===== src/rtl/ps2_keyboard_transmitter_top_assert.svh =====
// Assertion macros for the keyboard transmitter RTL.
`ifndef PS2_KEYBOARD_TRANSMITTER_TOP_ASSERT_SVH
`define PS2_KEYBOARD_TRANSMITTER_TOP_ASSERT_SVH

`ifndef SYNTHESIS

// Checks a property on every rising clock edge outside reset.
`define PS2KT_ASSERT(lbl, prop, msg) \
  lbl: assert property (@(posedge clk) disable iff (!rst_n) prop) else $error(msg);

// Checks a property on every rising clock edge, reset included.
`define PS2KT_ASSERT_ALWAYS(lbl, prop, msg) \
  lbl: assert property (@(posedge clk) prop) else $error(msg);

`else

`define PS2KT_ASSERT(lbl, prop, msg)
`define PS2KT_ASSERT_ALWAYS(lbl, prop, msg)

`endif

`endif


===== src/rtl/ps2kt_pkg.sv =====
// Types and constants of the PS/2 keyboard transmitter.
package ps2kt_pkg;

  localparam int FIFO_DEPTH = 16;
  localparam int PTR_W      = (FIFO_DEPTH > 1) ? $clog2(FIFO_DEPTH) : 1;
  localparam int CNT_W      = $clog2(FIFO_DEPTH + 1);
  localparam int HALF_W     = 16;
  localparam int POS_W      = 4;

  localparam logic [HALF_W-1:0] HALF_PERIOD_RST = HALF_W'(15);

  localparam logic [7:0] PREFIX_EXT   = 8'hE0;
  localparam logic [7:0] PREFIX_BREAK = 8'hF0;

  localparam logic [POS_W-1:0] POS_START  = POS_W'(0);
  localparam logic [POS_W-1:0] POS_PARITY = POS_W'(9);
  localparam logic [POS_W-1:0] POS_STOP   = POS_W'(10);
  localparam logic [POS_W-1:0] FRAME_BITS = POS_W'(11);

  localparam logic OP_TICK = 1'b0;
  localparam logic OP_KEY  = 1'b1;

  typedef struct packed {
    logic       operation;
    logic [7:0] scan_code;
    logic       extended;
    logic       key_down;
  } ps2kt_in_t;

  typedef struct packed {
    logic clock_level;
    logic data_level;
    logic idle;
    logic overflow;
  } ps2kt_out_t;

  // One queued key event; it stands for one to three bytes of the byte stream.
  typedef struct packed {
    logic       ext;
    logic       brk;
    logic [7:0] code;
  } ps2kt_evt_t;

endpackage


===== src/rtl/ps2_keyboard_transmitter_top.sv =====
// Top level of the PS/2 keyboard device-side transmitter.
// This block plays the keyboard end of a PS/2 link. Each accepted item is
// either a key event, which queues its make or break bytes (0xE0 when the key
// is extended, 0xF0 on release, then the scan code), or a time tick, which
// advances the serial transmitter by one step. Every item yields exactly one
// result item holding the clock and data line levels after that item, an idle
// flag and an overflow flag that marks a key event dropped for lack of room.
// Frames are 11 bits: start 0, eight data bits LSB first, odd parity, stop 1;
// data changes on the rising clock edge, and the clock toggles every
// half_period + 1 ticks. The queue holds FIFO_DEPTH bytes; it is kept as one
// entry per key event in a synchronous memory, so a key event costs a single
// write, and the entry at the head is read every cycle at the next head
// address with write forwarding, so the byte to send is ready on the next
// tick. The block takes one item per clock cycle, back to back; a result
// appears in the output register in the cycle after its item is accepted, and
// the input is stalled only while that register holds a result that the
// receiver is stalling. The loop through the head read and the count and
// pointer update sets that rate. half_period may be written only
// while no result is outstanding; a frame in progress takes the new value at
// its next countdown reload.
module ps2_keyboard_transmitter_top
  import ps2kt_pkg::*;
(
  input  logic              clk,
  input  logic              rst_n,
  input  logic              in_valid,
  output logic              in_stall,
  input  ps2kt_in_t         in_data,
  output logic              out_valid,
  input  logic              out_stall,
  output ps2kt_out_t        out_data,
  input  logic              cfg_we,
  input  logic [HALF_W-1:0] cfg_wdata
);

`include "ps2_keyboard_transmitter_top_assert.svh"

  // Event memory, one entry per queued key event.
  ps2kt_evt_t mem [FIFO_DEPTH];
  ps2kt_evt_t rd_q;
  ps2kt_evt_t wr_evt;
  logic       mem_we;

  logic [HALF_W-1:0] half_r;

  logic [CNT_W-1:0]  cnt_r,    cnt_nxt;
  logic [PTR_W-1:0]  head_r,   head_nxt;
  logic [PTR_W-1:0]  tail_r,   tail_nxt;
  logic [1:0]        sub_r,    sub_nxt;
  logic [7:0]        shift_r,  shift_nxt;
  logic              parity_r, parity_nxt;
  logic              active_r, active_nxt;
  logic [POS_W-1:0]  pos_r,    pos_nxt;
  logic [HALF_W-1:0] cd_r,     cd_nxt;
  logic              clk_line_r, clk_line_nxt;
  logic              dat_line_r, dat_line_nxt;

  logic              out_valid_r;
  ps2kt_out_t        out_data_r;

  logic              in_acc;
  logic              ovf;
  logic [1:0]        need;
  logic [CNT_W+1:0]  room_sum;
  logic              start;
  logic [HALF_W-1:0] cd_cur;
  logic [7:0]        shift_cur;
  logic [POS_W-1:0]  pos_cur;
  logic [7:0]        head_byte;
  logic              head_last;

  function automatic logic [PTR_W-1:0] ptr_inc(input logic [PTR_W-1:0] p);
    if (p == PTR_W'(FIFO_DEPTH - 1)) begin
      return '0;
    end
    return p + PTR_W'(1);
  endfunction

  // Byte number sub of the event's byte sequence.
  function automatic logic [7:0] evt_byte(input ps2kt_evt_t e, input logic [1:0] sub);
    if (e.ext && sub == 2'd0) begin
      return PREFIX_EXT;
    end
    if (e.brk && sub == {1'b0, e.ext}) begin
      return PREFIX_BREAK;
    end
    return e.code;
  endfunction

  // Output register decouples the two handshakes; a result waiting while the
  // receiver is not stalling does not hold up the next item.
  assign in_stall  = out_valid_r && out_stall;
  assign in_acc    = in_valid && !in_stall;
  assign out_valid = out_valid_r;
  assign out_data  = out_data_r;

  assign head_byte = evt_byte(rd_q, sub_r);
  assign head_last = (sub_r == (2'({1'b0, rd_q.ext}) + 2'({1'b0, rd_q.brk})));

  assign need     = 2'd1 + 2'({1'b0, in_data.extended}) + 2'({1'b0, !in_data.key_down});
  assign room_sum = (CNT_W+2)'(cnt_r) + (CNT_W+2)'(need);

  assign wr_evt.ext  = in_data.extended;
  assign wr_evt.brk  = !in_data.key_down;
  assign wr_evt.code = in_data.scan_code;

  assign start     = !active_r && (cnt_r != '0);
  assign cd_cur    = start ? half_r : cd_r;
  assign shift_cur = start ? head_byte : shift_r;
  assign pos_cur   = start ? POS_START : pos_r;

  always_comb begin
    cnt_nxt      = cnt_r;
    head_nxt     = head_r;
    tail_nxt     = tail_r;
    sub_nxt      = sub_r;
    shift_nxt    = shift_r;
    parity_nxt   = parity_r;
    active_nxt   = active_r;
    pos_nxt      = pos_r;
    cd_nxt       = cd_r;
    clk_line_nxt = clk_line_r;
    dat_line_nxt = dat_line_r;
    ovf          = 1'b0;
    mem_we       = 1'b0;
    if (in_acc) begin
      if (in_data.operation == OP_KEY) begin
        if (room_sum > (CNT_W+2)'(FIFO_DEPTH)) begin
          ovf = 1'b1;
        end else begin
          mem_we   = 1'b1;
          cnt_nxt  = CNT_W'(room_sum);
          tail_nxt = ptr_inc(tail_r);
        end
      end else if (active_r || start) begin
        active_nxt = 1'b1;
        if (start) begin
          parity_nxt = ~^head_byte;
        end
        if (cd_cur != '0) begin
          cd_nxt    = cd_cur - HALF_W'(1);
          shift_nxt = shift_cur;
          pos_nxt   = pos_cur;
        end else begin
          clk_line_nxt = !clk_line_r;
          cd_nxt       = half_r;
          shift_nxt    = shift_cur;
          pos_nxt      = pos_cur;
          if (!clk_line_r) begin
            // Rising edge: drive the next frame bit.
            unique if (pos_cur == POS_PARITY) begin
              dat_line_nxt = parity_r | (start & ~^head_byte);
            end else if (pos_cur == POS_STOP) begin
              dat_line_nxt = 1'b1;
            end else if (pos_cur >= POS_W'(1) && pos_cur <= POS_W'(8)) begin
              dat_line_nxt = shift_cur[0];
              shift_nxt    = {1'b0, shift_cur[7:1]};
            end else begin
              dat_line_nxt = 1'b0;
            end
            pos_nxt = pos_cur + POS_W'(1);
          end else if (pos_cur == FRAME_BITS) begin
            // Falling edge after the stop bit closes the frame and pops.
            pos_nxt    = POS_START;
            active_nxt = 1'b0;
            if (cnt_r != '0) begin
              cnt_nxt = cnt_r - CNT_W'(1);
              if (head_last) begin
                head_nxt = ptr_inc(head_r);
                sub_nxt  = 2'd0;
              end else begin
                sub_nxt = sub_r + 2'd1;
              end
            end
          end
        end
      end
    end
  end

  // Head entry is read at the address it will have next cycle; a write to
  // that same entry in this cycle is forwarded.
  always_ff @(posedge clk) begin
    if (mem_we) begin
      mem[tail_r] <= wr_evt;
    end
    rd_q <= (mem_we && tail_r == head_nxt) ? wr_evt : mem[head_nxt];
  end

  always_ff @(posedge clk) begin
    if (!rst_n) begin
      half_r      <= HALF_PERIOD_RST;
      cnt_r       <= '0;
      head_r      <= '0;
      tail_r      <= '0;
      sub_r       <= 2'd0;
      shift_r     <= '0;
      parity_r    <= 1'b0;
      active_r    <= 1'b0;
      pos_r       <= POS_START;
      cd_r        <= '0;
      clk_line_r  <= 1'b0;
      dat_line_r  <= 1'b1;
      out_valid_r <= 1'b0;
    end else begin
      if (cfg_we) begin
        half_r <= cfg_wdata;
      end
      cnt_r      <= cnt_nxt;
      head_r     <= head_nxt;
      tail_r     <= tail_nxt;
      sub_r      <= sub_nxt;
      shift_r    <= shift_nxt;
      parity_r   <= parity_nxt;
      active_r   <= active_nxt;
      pos_r      <= pos_nxt;
      cd_r       <= cd_nxt;
      clk_line_r <= clk_line_nxt;
      dat_line_r <= dat_line_nxt;
      if (in_acc) begin
        out_valid_r <= 1'b1;
      end else if (!out_stall) begin
        out_valid_r <= 1'b0;
      end
    end
  end

  always_ff @(posedge clk) begin
    if (in_acc) begin
      out_data_r.clock_level <= clk_line_nxt;
      out_data_r.data_level  <= dat_line_nxt;
      out_data_r.idle        <= !active_nxt && (cnt_nxt == '0);
      out_data_r.overflow    <= ovf;
    end
  end

  `PS2KT_ASSERT(a_cnt_bound, (cnt_r <= CNT_W'(FIFO_DEPTH)), "byte count exceeds queue depth")
  `PS2KT_ASSERT(a_frame_has_byte, (active_r |-> cnt_r != '0), "frame running with empty queue")
  `PS2KT_ASSERT(a_pos_bound, (pos_r <= FRAME_BITS), "bit position beyond frame end")
  `PS2KT_ASSERT(a_drop_keeps_cnt, (in_acc && in_data.operation == OP_KEY && ovf |=> $stable(cnt_r)), "dropped key event changed the queue")
  `PS2KT_ASSERT(a_clk_only_on_tick, (!(in_acc && in_data.operation == OP_TICK) |=> $stable(clk_line_r)), "clock line moved without a tick")

endmodule

===== config.mk =====
export PLATFORM = sky130hd
export DESIGN_NAME = ps2_keyboard_transmitter_top
export DESIGN_NICKNAME = d
export VERILOG_FILES = /design/src/rtl/ps2kt_pkg.sv /design/src/rtl/ps2_keyboard_transmitter_top.sv
export VERILOG_INCLUDE_DIRS = /design/src /design/src/rtl
export SDC_FILE = /design/constraint.sdc
export NUM_CORES = 1
export LEC_CHECK = 0
export ABC_AREA = 1
export BUFFER_PORTS_ARGS = -buffer_cell sky130_fd_sc_hd__clkbuf_2
export CAP_MARGIN = 0
export CORE_MARGIN = 2
export CORE_UTILIZATION = 50
export CTS_CLUSTER_DIAMETER = 200
export CTS_CLUSTER_SIZE = 28
export DETAILED_ROUTE_END_ITERATION = 6
export PLACE_DENSITY = 0.63
export REMOVE_ABC_BUFFERS = 1
export SYNTH_ARGS = -nofsm -noshare
export SYNTH_HDL_FRONTEND = slang
export SYNTH_SLANG_ARGS = --single-unit

===== constraint.sdc =====
create_clock -name clk -period 5 [get_ports clk]
set_input_delay 1.25 -clock clk [delete_from_list [all_inputs] [get_ports clk]]
set_output_delay 1.25 -clock clk [all_outputs]
set_load 0.005 [all_outputs]

# Word level (Yosys, flattened, before mapping)
# Memory sizes are Yosys's and may differ from the RTL's. A register that Yosys moved wholly into a read port is not among the register bits.
# Index checks and enable logic that the tools add are counted.
# classes
magnitude_cmp	3
eq_ne	8
n_addsub	10
n_mux	79
n_reduce_logical	22
bitwise	5
# ops
op	n
8-bit 2-to-1 mux	10
4-bit 2-to-1 mux	16
1-bit 2-to-1 mux	42
5-bit 2-to-1 mux	8
16-bit 2-to-1 mux	2
4-bit == test, second input constant	5
16-bit nonzero test	1
16-bit by 1-bit subtractor with 16-bit output, second input constant	1
4-bit by 1-bit adder with 4-bit output, second input constant	3
8-bit XNOR reduction	1
1-bit logical AND	7
7-bit AND reduction	1
5-bit by 2-bit adder with 6-bit output	1
6-bit by 5-bit greater-than comparator with 1-bit output, second input constant	1
3-bit AND reduction	2
1-bit zero test	5
5-bit zero test	1
5-bit nonzero test	1
5-bit by 1-bit subtractor with 5-bit output, second input constant	1
4-bit by 1-bit >= comparator with 1-bit output, second input constant	1
4-bit less-or-equal comparator, second input constant	1
4-bit AND reduction	1
1-bit NOT	3
1-bit by 1-bit adder with 2-bit output	1
11 further kinds	11
# word_totals
n_memories	1
ff_bits	68
input_bits	32
ramBits	160
out_inout_bits	6
# mem_list
memory	depth	width	rd	rd_clocked_by_memory_dff	write_ports	line	source
mem	16	10	1	1	1	ps2_keyboard_transmitter_top.sv:39	ps2kt_evt_t mem [FIFO_DEPTH];

# Depth between registers and ports, before layout
# Gate-level depths: netlist of the first run.
# depth
depth_word	19
ltp_mapped	24
ltp_nobuf	21

# Worst setup path before layout of the first run
# OpenSTA, ideal clock, no wires.
# synth_timing
path_kind	input to register
start	input port in_data[1] (netlist bit)
end	memory mem[11][0] (netlist bit), enable pin
n_path_buf	0
t_arrival_ns	3.716
path_stages	15
setup_time_ns	0.376
slack_ns	0.907
path_cell_list	inv_1 -> ha_1 -> inv_1 -> ha_1 -> fa_1 -> xor2_1 -> nor3_1 -> nand2_1 -> nand2_1 -> o31ai_1 -> nor2_1 -> nand2_1 -> inv_1 -> nand2_1 -> nor2_1
# synth_between
elab_chain_cells	9
# synth_rtl
item	line	source
from (decl)	ps2_keyboard_transmitter_top.sv:28	input ps2kt_in_t in_data,
1-bit by 1-bit adder with 2-bit output	ps2_keyboard_transmitter_top.sv:100	assign need = 2'd1 + 2'({1'b0, in_data.extended}) + 2'({1'b0, !in_data.key_down});
2-bit by 1-bit adder with 2-bit output	ps2_keyboard_transmitter_top.sv:100	
5-bit by 2-bit adder with 6-bit output	ps2_keyboard_transmitter_top.sv:101	assign room_sum = (CNT_W+2)'(cnt_r) + (CNT_W+2)'(need);
6-bit by 5-bit greater-than comparator with 1-bit output	ps2_keyboard_transmitter_top.sv:128	if (room_sum > (CNT_W+2)'(FIFO_DEPTH)) begin
1-bit 2-to-1 mux	ps2_keyboard_transmitter_top.sv:128	
1-bit 2-to-1 mux	ps2_keyboard_transmitter_top.sv:127	if (in_data.operation == OP_KEY) begin
1-bit 2-to-1 mux	ps2_keyboard_transmitter_top.sv:126	if (in_acc) begin
1-bit 2-to-1 mux	ps2_keyboard_transmitter_top.sv:184	if (mem_we) begin
1-bit 2-to-1 mux (not written as such)	ps2_keyboard_transmitter_top.sv:185	mem[tail_r] <= wr_evt;
to (decl)	ps2_keyboard_transmitter_top.sv:39	
# No other way between the ends.

# Worst setup path in the final report of the first run
# layout_timing
start	input port in_data[1] (netlist bit)
end	memory mem[10][7] (netlist bit), enable pin
# The elaborated chain is that of the path after synthesis.

==> results.py, run 1 <==
metrics = {
    "run_status": {
        "status": "finished clean",
    },
    "synthesis": {
        "yosys_warnings": 0,
        "synthAdderAreaFrac_pct": 2.29,
        "avgSynthCellArea_um2": 8.94,
        "syn_inst": 1261,
        "synth_area_leaders": "edfxtp_1, dfxtp_1, nand2_1",
        "synth_edf_count": 164,
        "synth-simple-area-share_pct": 25.0,
        "synth_compound_area_share_pct": 9.64,
        "synthMuxAreaShare_pct": 0,
        "netlist.area_leader.share_pct": 43.7,
        "ys_top_cells_by_count": "nand2_1, edfxtp_1, nand3_1, nor2_1, inv_1",
        "synth_top_family_by_area": "simple AND/OR/NAND/NOR gates",
        "ys_seq_area_share_pct": 55.8,
        "yosysUniqueCellTypes": 48,
        "synth-seq-cells": 232,
        "synth_area_um2": 11300,
        "synth.most_common_cell": "nand2_1",
        "synth_ff_type": "edfxtp_1",
        "synth_xor_area_share_pct": 0.933,
        "synth_top_cell_by_area": "edfxtp_1",
        "synthArstFlopShare_pct": 0,
    },
    "global_routing": {
        "grt_max_degree": 72,
        "track_usage_pct": 23.0,
        "antenna_found_initial": 0,
        "grt_pass1_vias": 8127,
        "grt_pass1_wl_mm": 42.9,
        "grt_overflow_total": 0,
    },
    "critical_path": {
        "crit_type": "primary input to register",
        "r2r_cells": 16,
        "cp_data_arrival_time_ps": 4070,
        "cp-end-kind": "register",
        "regToRegStartpoint": "cnt_r[0]$_SDFF_PN0_",
        "worstPathMaxFanout": 10,
        "r2r_end": "mem[10][7]$_DFFE_PP_",
        "required_ps": 5170,
        "crit_path_start": "in_data[1]",
        "start_kind": "primary input",
        "crit_end": "mem[10][7]$_DFFE_PP_",
        "worst-r2r-setup-slack_ps": 1400,
    },
    "timing": {
        "hold_viol": 0,
        "tns_ps": 0,
        "clock-skew-final_ps": 28.0,
        "period_needed_ps": 3900,
        "worst_slew_pin_slew_ps": 899,
        "fmax_ghz": 0.256,
        "relSlewSlack_pct": 40.0,
        "rsz0062_at_grt": "false",
        "drv_slew": 0,
        "setup_viol": 0,
        "period_share_pct": 78.1,
    },
    "route": {
        "ant_nets": 0,
        "drt_pre_antenna_iters": 7,
        "drc": 0,
        "vias_per_cell": 5.39,
        "wl_mm": 26.9,
        "drtIter0Drc": 804,
        "wl_per_cell_um": 17.1,
        "num_vias": 8479,
    },
    "power_and_ir_drop": {
        "p_leak_nw": 4.91,
        "p_per_area_nw_per_um2": 317,
        "ir_drop_v": 0.000255,
    },
    "cells_and_area": {
        "synthToLayoutAreaGrowth_pct": 7.62,
        "layout.nets": 1340,
        "drive_gt1_share_pct": 10.8,
        "num_antenna_cells": 0,
        "stdcell_area_um2": 12100,
    },
    "run": {
        "drv_cap": 0,
    },
    "clocking": {
        "clock_sink_count": 232,
        "htree_levels": 1,
        "max-clock-path-buffers": 3,
        "clk_transition_reported_paths_ps": 120,
        "cts-resized-gates": 0,
        "clock-root-buffer": "clkbuf_16",
        "post_cts_buffers": 0,
        "insertion_delay_ps": 480,
        "cts_tree": "yes",
        "numCtsBuffers": 12,
        "postCtsHoldBufs": 0,
    },
    "placement": {
        "routabilityCongestion": 0.858,
        "place_area_um2": 11800,
        "dp_hpwl_mm": 18.0,
        "port_buffers": 37,
    },
    "floorplanning": {
        "rows": 54,
        "die_w_um": 154,
        "io_pins": 38,
        "start_util_pct": 51.3,
        "core_region_area_um2": 22000,
        "dieArea_um2": 23800,
        "die_y_um": 154,
    },
    "hold_path": {
        "hold_class": "register to register",
    },
}
==> worst max-delay path, cell delays in order <==
cell,delay (ps)
clkbuf_2,90
inv_1,40
ha_1,260
inv_1,40
ha_1,200
fa_1,400
xor2_1,190
nor3_1,180
nand2_1,80
nand2_1,60
o31ai_1,80
nor2_1,200
nand2_1,170
inv_1,280
nand2_1,220
nor2_1,140
buf_4,200
==> layout by cell type (no fill, tap or decap), types with 9 or more instances in the layout <==
cell type,count
o21ai_0,72
o211ai_1,26
clkbuf_2,37
dfxtp_1,67
inv_2,9
inv_1,104
ha_1,19
xor2_1,12
nand3_1,127
edfxtp_1,164
clkbuf_16,13
buf_4,30
nand2_1,346
a21oi_1,54
nor2_1,115
o21ai_1,12
==> worst min path at each step <==
stage / start / slack, ps / cells past startpoint / to
5_1_grt: cd_r[14]$_SDFFE_PN0P_ / 490 / 2 / cd_r[14]$_SDFFE_PN0P_
3_5_place_dp: dat_line_r$_SDFF_PN1_ / 460 / 2 / dat_line_r$_SDFF_PN1_
2_1_floorplan: dat_line_r$_SDFF_PN1_ / 440 / 2 / dat_line_r$_SDFF_PN1_
4_1_cts: cd_r[11]$_SDFFE_PN0P_ / 470 / 2 / cd_r[11]$_SDFFE_PN0P_
3_3_place_gp: dat_line_r$_SDFF_PN1_ / 450 / 2 / dat_line_r$_SDFF_PN1_
6_report: cd_r[8]$_SDFFE_PN0P_ / 470 / 2 / cd_r[8]$_SDFFE_PN0P_
==> power breakdown <==
group / switching [mW] / internal (mW) / total (mW)
clock: 0.609 / 0.498 / 1.11
combinational: 0.440 / 0.192 / 0.632
sequential: 0.0199 / 2.09 / 2.11
total: 1.07 / 2.78 / 3.85
==> kinds of logic after synthesis <==
| family | count (synthesis) |
|---|---|
| AND/OR/NAND/NOR | 637 |
| flip-flops | 232 |
| AO/OA/AOI/OAI | 188 |
| buffers and inverters | 172 |
| adder cells (fa/ha/maj) | 20 |
| XOR/XNOR | 12 |
==> metal layers <==
layer / vias up / GRT usage (%) / routed length [µm] / part of all wire (%)
li1: 4262 / - / - / -
met1: 3970 / 32.9 / 12400 / 46
met2: 216 / 38.0 / 12600 / 47
met3: 31 / 2.54 / 1450 / 5.4
met4: 0 / 5.03 / 425 / 1.6
met5: - / 0 / 0 / 0
==> flip-flops by register name, summed over array words and instances (netlist names), named ones only <==
name        cells
out_data        4
cd_r           16
parity_r        1
tail_r          4
head_r          4
clk_line_r      1
pos_r           4
dat_line_r      1
active_r        1
out_valid       1
shift_r         8
sub_r           2
cnt_r           5
mem           160
half_r         16
==> per-stage QoR <==
step / total power [mW] / utilization [%] / cells / setup WS (ps) / hold WS (ps)
5_1_grt: 4.02 / 55.2 / 1574 / 777 / 492
2_1_floorplan: 2.60 / - / 1207 / 640 / 437
3_3_place_gp: 2.78 / 53.6 / 1554 / 662 / 451
4_1_cts: 3.87 / 55.2 / 1574 / 1090 / 473
3_5_place_dp: 2.78 / 53.6 / 1554 / 617 / 455
6_report: 3.85 / 55.2 / 1574 / 1100 / 472
==> area by class of cell <==
cell class              instances  area (µm²)
clock inverters                 1        20.0
clock buffers                  19         348
flip-flops and latches        232        6290
inverters                     118         447
fillers                      1982        9830
multi-input cells             857        4270
well taps                     280         350
repair buffers                 67         410
Note: power is estimated with default switching activity, not from simulation.
==> inputs of run 2 (changes only) <==
Clock period 5 ns to 3.93 ns, I/O delays scaled along.
==> results.py, run 2 (synthesized netlist as in run 1, its figures left out) <==
metrics = {
    "route": {
        "drc": 0,
        "num_vias": 8611,
        "drt_pre_antenna_iters": 5,
        "wl_mm": 27.6,
        "ant_nets": 0,
        "drtIter0Drc": 841,
        "vias_per_cell": 5.43,
        "wl_per_cell_um": 17.4,
    },
    "cells_and_area": {
        "largest_reg_flops": 160,
        "largest-register": "mem",
        "fin_util_pct": 55.9,
        "drive_gt1_share_pct": 11.7,
        "reg_top3": "mem (160), cd_r (16), half_r (16)",
        "final_common_cell": "nand2_1",
        "num_antenna_cells": 0,
        "layout.nets": 1353,
        "mostFrequentLayoutCells": "nand2_1, edfxtp_1, nand3_1",
        "synthToLayoutAreaGrowth_pct": 8.81,
    },
    "run": {
        "drv_cap": 0,
    },
    "hold_path": {
        "hold_class": "register to register",
    },
    "critical_path": {
        "required_ps": 4140,
        "crit_path_start": "cnt_r[0]$_SDFF_PN0_",
        "cp_data_arrival_time_ps": 3640,
        "regToRegStartpoint": "cnt_r[0]$_SDFF_PN0_",
        "r2r_end": "mem[14][2]$_DFFE_PP_",
        "cp-end-kind": "register",
        "worst-r2r-setup-slack_ps": 500,
        "start_kind": "register",
        "worstPathMaxFanout": 7,
        "crit_end": "mem[14][2]$_DFFE_PP_",
        "r2r_cells": 16,
        "crit_type": "register to register",
    },
    "placement": {
        "place_ws_ps": 24.5,
        "port_buffers": 37,
        "routabilityCongestion": 0.848,
        "dp_hpwl_mm": 18.3,
    },
    "clocking": {
        "cts-resized-gates": 0,
        "clock_sink_count": 232,
        "htree_levels": 1,
        "post_cts_buffers": 0,
        "max-clock-path-buffers": 3,
        "cts_tree": "yes",
        "clk_transition_reported_paths_ps": 120,
        "insertion_delay_ps": 490,
        "clock-root-buffer": "clkbuf_16",
        "numCtsBuffers": 12,
        "postCtsHoldBufs": 0,
    },
    "floorplanning": {
        "core_region_area_um2": 22000,
        "die_y_um": 154,
        "io_pins": 38,
        "dieArea_um2": 23800,
        "die_w_um": 154,
        "start_util_pct": 51.3,
        "rows": 54,
    },
    "timing": {
        "period_needed_ps": 3430,
        "rsz0062_at_grt": "false",
        "fmax_ghz": 0.291,
        "hold_viol": 0,
        "period_share_pct": 87.3,
        "clock-skew-final_ps": 33.0,
        "tns_ps": 0,
        "worst_slew_pin_slew_ps": 866,
        "relSlewSlack_pct": 42.2,
        "setup_viol": 0,
        "fin_ws_ps": 498,
        "drv_slew": 0,
    },
    "power_and_ir_drop": {
        "ir_drop_v": 0.000337,
        "p_per_area_nw_per_um2": 402,
        "p_leak_nw": 4.99,
    },
    "global_routing": {
        "grt_max_degree": 90,
        "grt_pass1_vias": 8002,
        "antenna_found_initial": 0,
        "grt_pass1_wl_mm": 43.5,
        "grt_overflow_total": 0,
        "track_usage_pct": 23.4,
    },
    "run_status": {
        "status": "finished clean",
    },
}
[run 2: cell count changes in the layout (fill, tap and decap cells not counted)]
cell,change
buf_4,+10
buf_12,+3
[run 2: routing by layer]
layer | wire length, µm | vias up | track usage, %
met2 | 12800 | 244 | 38.3
li1 | - | 4283 | -
met4 | 488 | 0 | 5.03
met1 | 12700 | 4050 | 33.9
met3 | 1600 | 34 | 2.76
met5 | 0 | - | 0
[run 2: through the flow]
step / hold slack, ps / cell area [µm²] / cells / power (mW)
after global placement: 450 / 11900 / 1567 / 3.56
after detailed placement: 455 / 11900 / 1567 / 3.56
after CTS: 473 / 12300 / 1587 / 4.96
after global routing: 488 / 12300 / 1587 / 5.15
after floorplan: 437 / 11000 / 1207 / 3.31
final: 473 / 12300 / 1587 / 4.93
[run 2: worst min-delay path by stage]
stage,startpoint,end,slack [ps],cells past startpoint
after detailed placement,cd_r[5]$_SDFFE_PN0P_,cd_r[5]$_SDFFE_PN0P_,460,2
after CTS,cd_r[5]$_SDFFE_PN0P_,cd_r[5]$_SDFFE_PN0P_,470,2
final,cd_r[14]$_SDFFE_PN0P_,cd_r[14]$_SDFFE_PN0P_,470,2
after global routing,cd_r[12]$_SDFFE_PN0P_,cd_r[12]$_SDFFE_PN0P_,490,2
after global placement,dat_line_r$_SDFF_PN1_,dat_line_r$_SDFF_PN1_,450,2
after floorplan,dat_line_r$_SDFF_PN1_,dat_line_r$_SDFF_PN1_,440,2
[run 2: report_power, final]
| part | switching (mW) | internal, mW |
|---|---|---|
| sequential | 0.0250 | 2.66 |
| combinational | 0.569 | 0.260 |
| clock | 0.783 | 0.633 |
| total | 1.38 | 3.55 |
[run 2: critical path, stage by stage, from the launching register on]
cell and delay [ps]:
dfxtp_1 420, inv_1 170, ha_1 310, inv_1 30
ha_1 200, fa_1 400, xor2_1 190, nor3_1 160
nand2_1 80, nand2_1 60, o31ai_1 80, nor2_1 130
nand2_1 80, inv_1 160, nand2_1 260, nor2_1 240
buf_4 190
[run 2: cell type report]
cell class	instances	area, µm²
timing repair buffer	80	546
clock inverter	1	20.0
clock buffer	19	348
sequential	232	6290
fill	1980	9690
tap	280	350
inverter	118	447
multi-input combinational	857	4270
